<file path="src/hw/rtl/khbi_pkg.sv">
// Package for the key hash bucket index unit: widths, constants, FSM state
// and controller/datapath command and status types. No dependencies.
package khbi_pkg;

    localparam int HASH_W   = 32;
    localparam int IDX_W    = 31;
    localparam int BITS_W   = 5;
    localparam int MODE_W   = 2;
    localparam int BYTE_W   = 8;
    localparam int IKEY_W   = 64;
    localparam int CFG_IX_W = 1;
    localparam int CFG_D_W  = 5;
    localparam int ROT_AMT  = 5;

    localparam logic [HASH_W-1:0]   INT_MULT = 32'd48271;
    localparam logic [BYTE_W-1:0]   CHAR_UC_A = 8'h41;
    localparam logic [BYTE_W-1:0]   CHAR_UC_Z = 8'h5A;
    localparam logic [BYTE_W-1:0]   CHAR_CASE = 8'h20;

    localparam logic [CFG_IX_W-1:0] CFG_KEY_MODE   = 1'b0;
    localparam logic [CFG_IX_W-1:0] CFG_INDEX_BITS = 1'b1;

    localparam logic [MODE_W-1:0]   MODE_STR_NOCASE = 2'd1;

    typedef enum logic {
        ST_IDLE,
        ST_FOLD
    } state_t;

    typedef struct packed {
        logic absorb;
        logic load_str;
        logic load_int;
        logic fold_step;
        logic out_load;
    } cmd_t;

    typedef struct packed {
        logic int_mode;
        logic zero_byte;
        logic fold_done;
    } status_t;

endpackage

</file>
<file path="src/hw/rtl/khbi_ctrl.sv">
// Controller FSM of the key hash bucket index unit: input/output handshake,
// fold sequencing and output valid. Depends on khbi_pkg.
module khbi_ctrl (
    input  logic             clk,
    input  logic             rst_n,
    input  logic             in_valid,
    output logic             in_ready,
    output logic             out_valid,
    input  logic             out_ready,
    input  khbi_pkg::status_t status,
    output khbi_pkg::cmd_t   cmd
);
    import khbi_pkg::*;

    state_t state_reg;
    state_t state_next;
    logic   out_valid_reg;
    logic   out_valid_next;

    always_comb
    begin
        state_next = state_reg;
        unique case (state_reg)
            ST_IDLE:
            begin
                if (in_valid && (status.int_mode || status.zero_byte))
                begin
                    state_next = ST_FOLD;
                end
            end
            ST_FOLD:
            begin
                if (status.fold_done && (!out_valid_reg || out_ready))
                begin
                    state_next = ST_IDLE;
                end
            end
            default:
            begin
                state_next = ST_IDLE;
            end
        endcase
    end

    always_comb
    begin
        cmd      = '0;
        in_ready = 1'b0;
        unique case (state_reg)
            ST_IDLE:
            begin
                in_ready     = 1'b1;
                cmd.absorb   = in_valid && !status.int_mode && !status.zero_byte;
                cmd.load_str = in_valid && !status.int_mode && status.zero_byte;
                cmd.load_int = in_valid && status.int_mode;
            end
            ST_FOLD:
            begin
                cmd.fold_step = !status.fold_done;
                cmd.out_load  = status.fold_done && (!out_valid_reg || out_ready);
            end
            default:
            begin
                cmd = '0;
            end
        endcase
    end

    always_comb
    begin
        out_valid_next = out_valid_reg;
        if (cmd.out_load)
        begin
            out_valid_next = 1'b1;
        end
        else if (out_ready)
        begin
            out_valid_next = 1'b0;
        end
    end

    always_ff @(posedge clk or negedge rst_n)
    begin
        if (!rst_n)
        begin
            state_reg     <= ST_IDLE;
            out_valid_reg <= 1'b0;
        end
        else
        begin
            state_reg     <= state_next;
            out_valid_reg <= out_valid_next;
        end
    end

    assign out_valid = out_valid_reg;

    a_no_overwrite: assert property (@(posedge clk) disable iff (!rst_n)
        cmd.out_load |-> (!out_valid_reg || out_ready))
        else $error("result register overwritten");

    a_load_shows: assert property (@(posedge clk) disable iff (!rst_n)
        cmd.out_load |=> out_valid)
        else $error("loaded result not presented");

    a_fold_after_load: assert property (@(posedge clk) disable iff (!rst_n)
        (cmd.load_str || cmd.load_int) |=> (state_reg == ST_FOLD && !in_ready))
        else $error("fold not entered after key end");

endmodule

</file>
<file path="src/hw/rtl/khbi_dp.sv">
// Datapath of the key hash bucket index unit: config registers, running
// hash, multiply, XOR fold register and result register. Depends on khbi_pkg.
module khbi_dp (
    input  logic                          clk,
    input  logic                          rst_n,
    input  logic                          cfg_we,
    input  logic [khbi_pkg::CFG_IX_W-1:0] cfg_index,
    input  logic [khbi_pkg::CFG_D_W-1:0]  cfg_wdata,
    input  logic [khbi_pkg::BYTE_W-1:0]   key_byte,
    input  logic [khbi_pkg::IKEY_W-1:0]   int_key,
    output logic [khbi_pkg::IDX_W-1:0]    bucket_index,
    input  khbi_pkg::cmd_t                cmd,
    output khbi_pkg::status_t             status
);
    import khbi_pkg::*;

    logic [MODE_W-1:0] key_mode_reg;
    logic [BITS_W-1:0] index_bits_reg;
    logic [HASH_W-1:0] running_hash_reg;
    logic [HASH_W-1:0] running_hash_next;
    logic [HASH_W-1:0] work_reg;
    logic [HASH_W-1:0] work_next;
    logic [IDX_W-1:0]  bucket_index_reg;

    logic [BYTE_W-1:0] c_low;
    logic [HASH_W-1:0] mixed;
    logic [HASH_W-1:0] ikey_x;
    logic [HASH_W-1:0] ikey_prod;
    logic [HASH_W-1:0] mask;
    logic [HASH_W-1:0] folded;
    logic              bits_zero;

    always_ff @(posedge clk or negedge rst_n)
    begin
        if (!rst_n)
        begin
            key_mode_reg   <= '0;
            index_bits_reg <= BITS_W'(8);
        end
        else if (cfg_we)
        begin
            unique case (cfg_index)
                CFG_KEY_MODE:   key_mode_reg   <= cfg_wdata[MODE_W-1:0];
                CFG_INDEX_BITS: index_bits_reg <= cfg_wdata[BITS_W-1:0];
                default:        key_mode_reg   <= key_mode_reg;
            endcase
        end
    end

    assign bits_zero = (index_bits_reg == '0);
    assign mask      = (HASH_W'(1) << index_bits_reg) - HASH_W'(1);
    assign folded    = (work_reg & mask) ^ (work_reg >> index_bits_reg);

    always_comb
    begin
        c_low = key_byte;
        if (key_mode_reg == MODE_STR_NOCASE && key_byte >= CHAR_UC_A
            && key_byte <= CHAR_UC_Z)
        begin
            c_low = key_byte + CHAR_CASE;
        end
    end

    assign mixed     = running_hash_reg ^ HASH_W'(c_low);
    assign ikey_x    = int_key[HASH_W-1:0] ^ int_key[IKEY_W-1:HASH_W];
    assign ikey_prod = ikey_x * INT_MULT;

    always_comb
    begin
        running_hash_next = running_hash_reg;
        work_next         = work_reg;
        priority if (cmd.absorb)
        begin
            running_hash_next = {mixed[HASH_W-ROT_AMT-1:0], mixed[HASH_W-1:HASH_W-ROT_AMT]};
        end
        else if (cmd.load_str)
        begin
            running_hash_next = '0;
            work_next         = bits_zero ? '0 : running_hash_reg;
        end
        else if (cmd.load_int)
        begin
            work_next = bits_zero ? '0 : ikey_prod;
        end
        else if (cmd.fold_step)
        begin
            work_next = folded;
        end
    end

    always_ff @(posedge clk or negedge rst_n)
    begin
        if (!rst_n)
        begin
            running_hash_reg <= '0;
        end
        else
        begin
            running_hash_reg <= running_hash_next;
        end
    end

    always_ff @(posedge clk)
    begin
        work_reg <= work_next;
        if (cmd.out_load)
        begin
            bucket_index_reg <= work_reg[IDX_W-1:0];
        end
    end

    assign status.int_mode  = key_mode_reg[1];
    assign status.zero_byte = (key_byte == '0);
    assign status.fold_done = ((work_reg & ~mask) == '0);
    assign bucket_index     = bucket_index_reg;

    a_fold_shrinks: assert property (@(posedge clk) disable iff (!rst_n)
        cmd.fold_step |=> work_reg < $past(work_reg))
        else $error("fold step did not shrink hash");

    a_result_fits: assert property (@(posedge clk) disable iff (!rst_n)
        cmd.out_load |-> work_reg <= mask)
        else $error("result wider than index width");

    a_zero_width: assert property (@(posedge clk) disable iff (!rst_n)
        ((cmd.load_str || cmd.load_int) && bits_zero) |=> work_reg == '0)
        else $error("zero index width must give index 0");

    a_hash_cleared: assert property (@(posedge clk) disable iff (!rst_n)
        cmd.load_str |=> running_hash_reg == '0)
        else $error("running hash not cleared at key end");

endmodule

</file>
<file path="src/hw/rtl/key_hash_bucket_index_unit.sv">
// Top level of the key hash bucket index unit: ties controller and datapath.
// Depends on khbi_pkg, khbi_ctrl, khbi_dp.
//
//   channel   signals                          beat
//   input     in_valid/in_ready                key_byte, int_key
//   output    out_valid/out_ready              bucket_index
//   config    cfg_we, cfg_index, cfg_wdata     write, no wait
//
// Nonzero key bytes are absorbed as accepted, back to back while idle. A key end
// or integer key is accepted, XOR folded over index_bits until it fits, with
// the input held off, and then loaded into the output register.
// Reset clears the FSM, config (mode 0, index_bits 8) and the running hash.
// Bytes keep being absorbed while a result waits; a stalled output holds
// the fold FSM until the result register frees.
module key_hash_bucket_index_unit (
    input  logic                          clk,
    input  logic                          rst_n,
    input  logic                          cfg_we,
    input  logic [khbi_pkg::CFG_IX_W-1:0] cfg_index,
    input  logic [khbi_pkg::CFG_D_W-1:0]  cfg_wdata,
    input  logic                          in_valid,
    output logic                          in_ready,
    input  logic [khbi_pkg::BYTE_W-1:0]   key_byte,
    input  logic [khbi_pkg::IKEY_W-1:0]   int_key,
    output logic                          out_valid,
    input  logic                          out_ready,
    output logic [khbi_pkg::IDX_W-1:0]    bucket_index
);
    import khbi_pkg::*;

    cmd_t    cmd;
    status_t status;

    khbi_ctrl u_ctrl (
        .clk       (clk),
        .rst_n     (rst_n),
        .in_valid  (in_valid),
        .in_ready  (in_ready),
        .out_valid (out_valid),
        .out_ready (out_ready),
        .status    (status),
        .cmd       (cmd)
    );

    khbi_dp u_dp (
        .clk          (clk),
        .rst_n        (rst_n),
        .cfg_we       (cfg_we),
        .cfg_index    (cfg_index),
        .cfg_wdata    (cfg_wdata),
        .key_byte     (key_byte),
        .int_key      (int_key),
        .bucket_index (bucket_index),
        .cmd          (cmd),
        .status       (status)
    );

endmodule

</file>
<file path="config.mk">
export PLATFORM = sky130hd
export DESIGN_NAME = key_hash_bucket_index_unit
export DESIGN_NICKNAME = d
export VERILOG_FILES = /design/src/hw/rtl/khbi_pkg.sv /design/src/hw/rtl/khbi_ctrl.sv /design/src/hw/rtl/khbi_dp.sv /design/src/hw/rtl/key_hash_bucket_index_unit.sv
export SDC_FILE = /design/constraint.sdc
export NUM_CORES = 1
export LEC_CHECK = 0
export BUFFER_PORTS_ARGS = -buffer_cell sky130_fd_sc_hd__buf_2
export CAP_MARGIN = 20
export CORE_UTILIZATION = 60
export CTS_CLUSTER_SIZE = 40
export DETAILED_ROUTE_END_ITERATION = 16
export MAX_ROUTING_LAYER = met4
export PLACE_DENSITY_LB_ADDON = 0.3
export SLEW_MARGIN = 10
export SYNTH_ARGS = -nofsm -noshare
export SYNTH_HDL_FRONTEND = slang
export SYNTH_SLANG_ARGS = --single-unit
</file>
<file path="constraint.sdc">
create_clock -name clk -period 7.1 [get_ports clk]
set_clock_uncertainty 0.1 [all_clocks]
set_input_delay 1.775 -clock clk [delete_from_list [all_inputs] [get_ports clk]]
set_output_delay 1.775 -clock clk [all_outputs]
set_load 0.01 [all_outputs]
</file>
# Word-level counts from Yosys, hierarchy flattened
# Cells that the tools add are included.
op_classes:
  add_sub_neg: 2
  eq_ne: 1
  mul: 1
  order_cmp: 2
  n_reduce_logical: 23
  n_shift: 2
  n_bitwise: 9
  n_mux: 16
ops:
  columns: ["operator", "count"]
  rows:
  - ["$mux W32", 7]
  - ["$and A32 B32 Y32", 2]
  - ["$xor A32 B32 Y32", 2]
  - ["$logic_not A32 Y1", 1]
  - ["$mul A32 B16 Y32 const B", 1]
  - ["$not A32 Y32", 1]
  - ["$shl A1 B5 Y32 const A", 1]
  - ["$shr A32 B5 Y32", 1]
  - ["$sub A32 B2 Y32 const B", 1]
  - ["$xor A32 B8 Y32", 1]
  - ["$add A8 B6 Y8 const B", 1]
  - ["$ge A8 B7 Y1 const B", 1]
  - ["$le A8 B7 Y1 const B", 1]
  - ["$logic_and A1 B1 Y1", 8]
  - ["$logic_not A8 Y1", 1]
  - ["$mux W8", 1]
  - ["$reduce_and A2 Y1", 3]
  - ["$logic_not A5 Y1", 1]
  - ["$mux W1", 5]
  - ["$logic_not A1 Y1", 4]
  - ["$reduce_bool A2 Y1", 2]
  - ["$mux W3", 1]
  - ["$not A1 Y1", 3]
  - ["$reduce_bool A3 Y1", 1]
  - ["other kinds (4)", 5]
word_totals:
  elab_cells: 63
  register_bits: 104
  input_bits: 83

# Logic depth before layout (Yosys ltp)
depth:
  ltp_word: 10
  mapped_depth: 21
  mapped_depth_nobuf: 21

# Hierarchy
# From an unflattened synthesis, not the netlist that was laid out.
unflattened:
  hier_cells: 1462
  hier_area_um2: 13868.3
by_module_without_submodules:
  columns: ["mod", "n_inst", "area_each_um2", "cells_each"]
  rows:
  - ["khbi_dp", 1, 13736.9, 1447]
  - ["khbi_ctrl", 1, 131.4, 15]

# Worst setup path before layout
# No wires, ideal clock.
synth_path:
  path_kind: "input -> register"
  start: "in int_key[38] (netlist bit)"
  end: "reg u_dp.work_reg[31], data pin"
  arrival_time_ps: 7221
  required_ps: 6734
  stages: 19
  path_buffers: 0
  setup_ps: 266
  slack_ps: -487
  cell_sequence: "xor2_1 -> xor2_1 -> ha_1 -> inv_1 -> fa_1 -> inv_1 -> fa_1 -> fa_1 -> fa_1 -> fa_1 -> ha_1 -> a211oi_2 -> nor2_1 -> or4_1 -> a221o_1 -> o41a_1 -> o41a_1 -> xnor2_1 -> o21ai_1"
synth_via:
  elab_chain_cells: 5
synth_lines:
  columns: ["element", "line", "source"]
  rows:
  - ["start, declared", "key_hash_bucket_index_unit.sv:24", "input logic [khbi_pkg::IKEY_W-1:0] int_key,"]
  - ["$xor A32 B32 Y32", "khbi_dp.sv:65", "assign ikey_x = int_key[HASH_W-1:0] ^ int_key[IKEY_W-1:HASH_W];"]
  - ["$mul A32 B16 Y32", "khbi_dp.sv:66", "assign ikey_prod = ikey_x * INT_MULT;"]
  - ["$mux W32", "khbi_dp.sv:83", "work_next = bits_zero ? '0 : ikey_prod;"]
  - ["$mux W32", "khbi_dp.sv:81", "else if (cmd.load_int)"]
  - ["$mux W32", "khbi_dp.sv:76", "else if (cmd.load_str)"]
  - ["end signal, assigned", "khbi_dp.sv:105", "work_reg <= work_next;"]
  - ["end, declared", "khbi_dp.sv:21", "logic [HASH_W-1:0] work_reg;"]
# Every way passes these cells.
# A chain may end at the register's enable or synchronous reset.

# Worst setup path in the final report
layout_path:
  start: "in int_key[38] (netlist bit)"
  end: "reg u_dp.work_reg[29], data pin"
# Same word-level chain as after synthesis.

==> impl_metrics.json <==
{
  "outcome": "finished, violations left",
  "violations": "negative setup slack",
  "hold_path_depth": 2,
  "initialDrtViolationCount": 787,
  "tightest_slew_ps": 952.5,
  "overflow": 0,
  "drv_slew": 0,
  "grt_pass1_wl_um": 64400,
  "final_cells": 1962,
  "dr.pass1.iters": 5,
  "cp-end-kind": "flip-flop",
  "hold_path.class": "reg2reg",
  "yosysTopAreaCell": "fa_1",
  "dieArea_um2": 23520,
  "crit_arrival_ps": 7360,
  "min-delay-start": "u_dp.running_hash_reg[25]",
  "fillers": 1725,
  "wl_per_cell_um": 20.90,
  "drive_above_1_share": 0.2206,
  "ys_warn_count": 0,
  "holdBufCountCts": 0,
  "area_growth_pct": 17.68,
  "viasPerCell": 5.937,
  "max_slew_margin": 0.3650,
  "clk_latency_ps": 360,
  "setup-violations-final": 2,
  "reg2regPathDepth": 12,
  "final_common_cell": "inv_1",
  "mostFrequentLayoutCells": "inv_1 (235), buf_4 (167), fa_1 (136)",
  "core-area_um2": 22570,
  "async_reset_ff_frac": 0.3942,
  "clk_path_buf_depth": 2,
  "fin_hold_ws_ps": 419.7,
  "ys.flop_type": "edfxtp_1",
  "start_util": 0.6089,
  "path_clk_slew_ps": 80,
  "period_share": 1.037,
  "chipWidth_um": 153.4,
  "ys_seq_elements": 104,
  "grt_pass1_vias": 12090,
  "rows": 55,
  "dp_slack_ps": -642.9,
  "htreeDepth": 3,
  "worst_r2r_startpoint": "u_dp.index_bits_reg[4]",
  "place.gp.congestion": 1.006,
  "n_antenna_cell": 0,
  "place_hpwl_um": 33400,
  "synth.avg_cell_area_um2": 9.545,
  "routed_wl_um": 41010,
  "grt_max_degree": 59,
  "timing.final.ws_setup_ps": -265.4,
  "cp_max_fo": 4,
  "synth_edf_count": 63,
  "fp.dieH_um": 153.4,
  "cts_buffers": 9,
  "root_buffer": "clkbuf_16",
  "cp-start-kind": "primary input",
  "layout.nets": 2010,
  "rsz0062_at_grt": "yes",
  "period_minus_slack_ps": 7365,
  "antenna_found_initial": 0,
  "syn-instance-count": 1440,
  "r2r-end": "u_dp.work_reg[27]",
  "port_buffers": 115,
  "fin_area_um2": 16170,
  "cts_tree": "built",
  "cap_viol_max_count": 0,
  "worstPathRequired_ps": 7090,
  "synthesis.area_um2": 13740,
  "synth_cell_types": 76,
  "worstSetupPathType": "in2reg",
  "ant_nets": 0,
  "r2r_slack_ps": 1890,
  "whs_endpoint": "u_dp.running_hash_reg[25]",
  "finalHoldViolCount": 0,
  "dpl_cell_area_um2": 15730,
  "io-pin-count": 116,
  "cts_sinks": 104,
  "yosysSeqAreaShare": 0.2124,
  "drc": 0,
  "clock.fmax_mhz": 135.8,
  "dp.cells": 1942,
  "syn-num-nets": 1778,
  "synthTopCellsByArea": "fa_1 (20%), edfxtp_1 (14%), ha_1 (11%), dfrtp_1 (7.3%), inv_1 (6.4%)",
  "vias": 11648,
  "synth.top_cell.area_share": 0.1995,
  "grt.total_usage": 0.3703
}
==> cells in the mapped netlist (all sizes together) (16+ instances only) <==
master / count
a211oi: 21
a21o: 19
a21oi: 47
a22oi: 20
buf: 32
clkbuf: 29
dfrtp: 40
edfxtp: 63
fa: 137
ha: 118
inv: 240
mux2: 16
mux2i: 34
mux4: 22
nand2: 123
nor2: 73
o21ai: 74
o22ai: 21
xnor2: 68
xor2: 65
==> through the flow <==
stage,utilization,setup TNS (ps)
final,0.7166,-484.0
after CTS,0.7140,-410.6
after detailed placement,0.6970,-3045
after global routing,0.7166,-954.8
after global placement,0.6970,-2044
after floorplan,-,-325.5
==> layout make-up <==
| type | count | area [µm²] | area share |
|---|---|---|---|
| Tap cell | 285 | 356.6 | 0.02205 |
| Inverter | 240 | 900.9 | 0.05570 |
| Sequential cell | 104 | 2920 | 0.1806 |
| Clock inverter | 7 | 91.34 | 0.005647 |
| Clock buffer | 9 | 225.2 | 0.01392 |
| Timing Repair Buffer | 282 | 1868 | 0.1155 |
| Multi-Input combinational cell | 1035 | 9812 | 0.6066 |
==> worst max path at each step <==
stage	startpoint	to	slack [ps]	depth (start not counted)
detailed placement	int_key[38]	u_dp.work_reg[31]	-640	20
finish	int_key[38]	u_dp.work_reg[29]	-270	21
global route	int_key[7]	u_dp.work_reg[29]	-420	20
CTS	int_key[5]	u_dp.work_reg[31]	-260	20
global placement	int_key[39]	u_dp.work_reg[31]	-520	20
floorplan	int_key[39]	u_dp.work_reg[31]	-210	19
==> per-layer routing <==
layer | global-route usage | wire length [µm] | vias to the layer above
li1 | - | - | 5347
met1 | 0.4242 | 15620 | 5656
met2 | 0.6401 | 20900 | 502
met3 | 0.03743 | 2161 | 143
met4 | 0.2010 | 2331 | 0
met5 | - | 0 | -
==> critical path: stages <==
cell      delay, ps
buf_8           110
xor2_4          190
xor2_1          180
ha_1            310
inv_1            50
fa_1            490
inv_1            60
fa_1            510
fa_1            460
fa_2            500
fa_1            480
ha_4            270
a211oi_2        190
nor2_1           90
or4_1           410
a221o_1         340
o41a_1          340
buf_4           150
a21oi_2         130
xor2_1          180
o221ai_1        140
==> kinds of logic after synthesis <==
| group | after synthesis | share of synthesized area |
|---|---|---|
| buffers and inverters | 301 | 0.08539 |
| multiplexers | 72 | 0.07392 |
| AO/OA/AOI/OAI | 286 | 0.1379 |
| AND/OR/NAND/NOR | 282 | 0.09267 |
| adder cells (fa/ha/maj) | 261 | 0.3113 |
| flip-flops | 104 | 0.2124 |
| XOR/XNOR | 134 | 0.08639 |
==> timing repair <==
action	4_1_cts	5_1_grt
pin swaps	10	4
buffers inserted	3	1
setup endpoints to repair	3	10
gates resized for setup	14	10
Power is left out: the tool's default activity adds up to more than one toggle a clock period on the data nets, which glitch-free logic cannot reach.
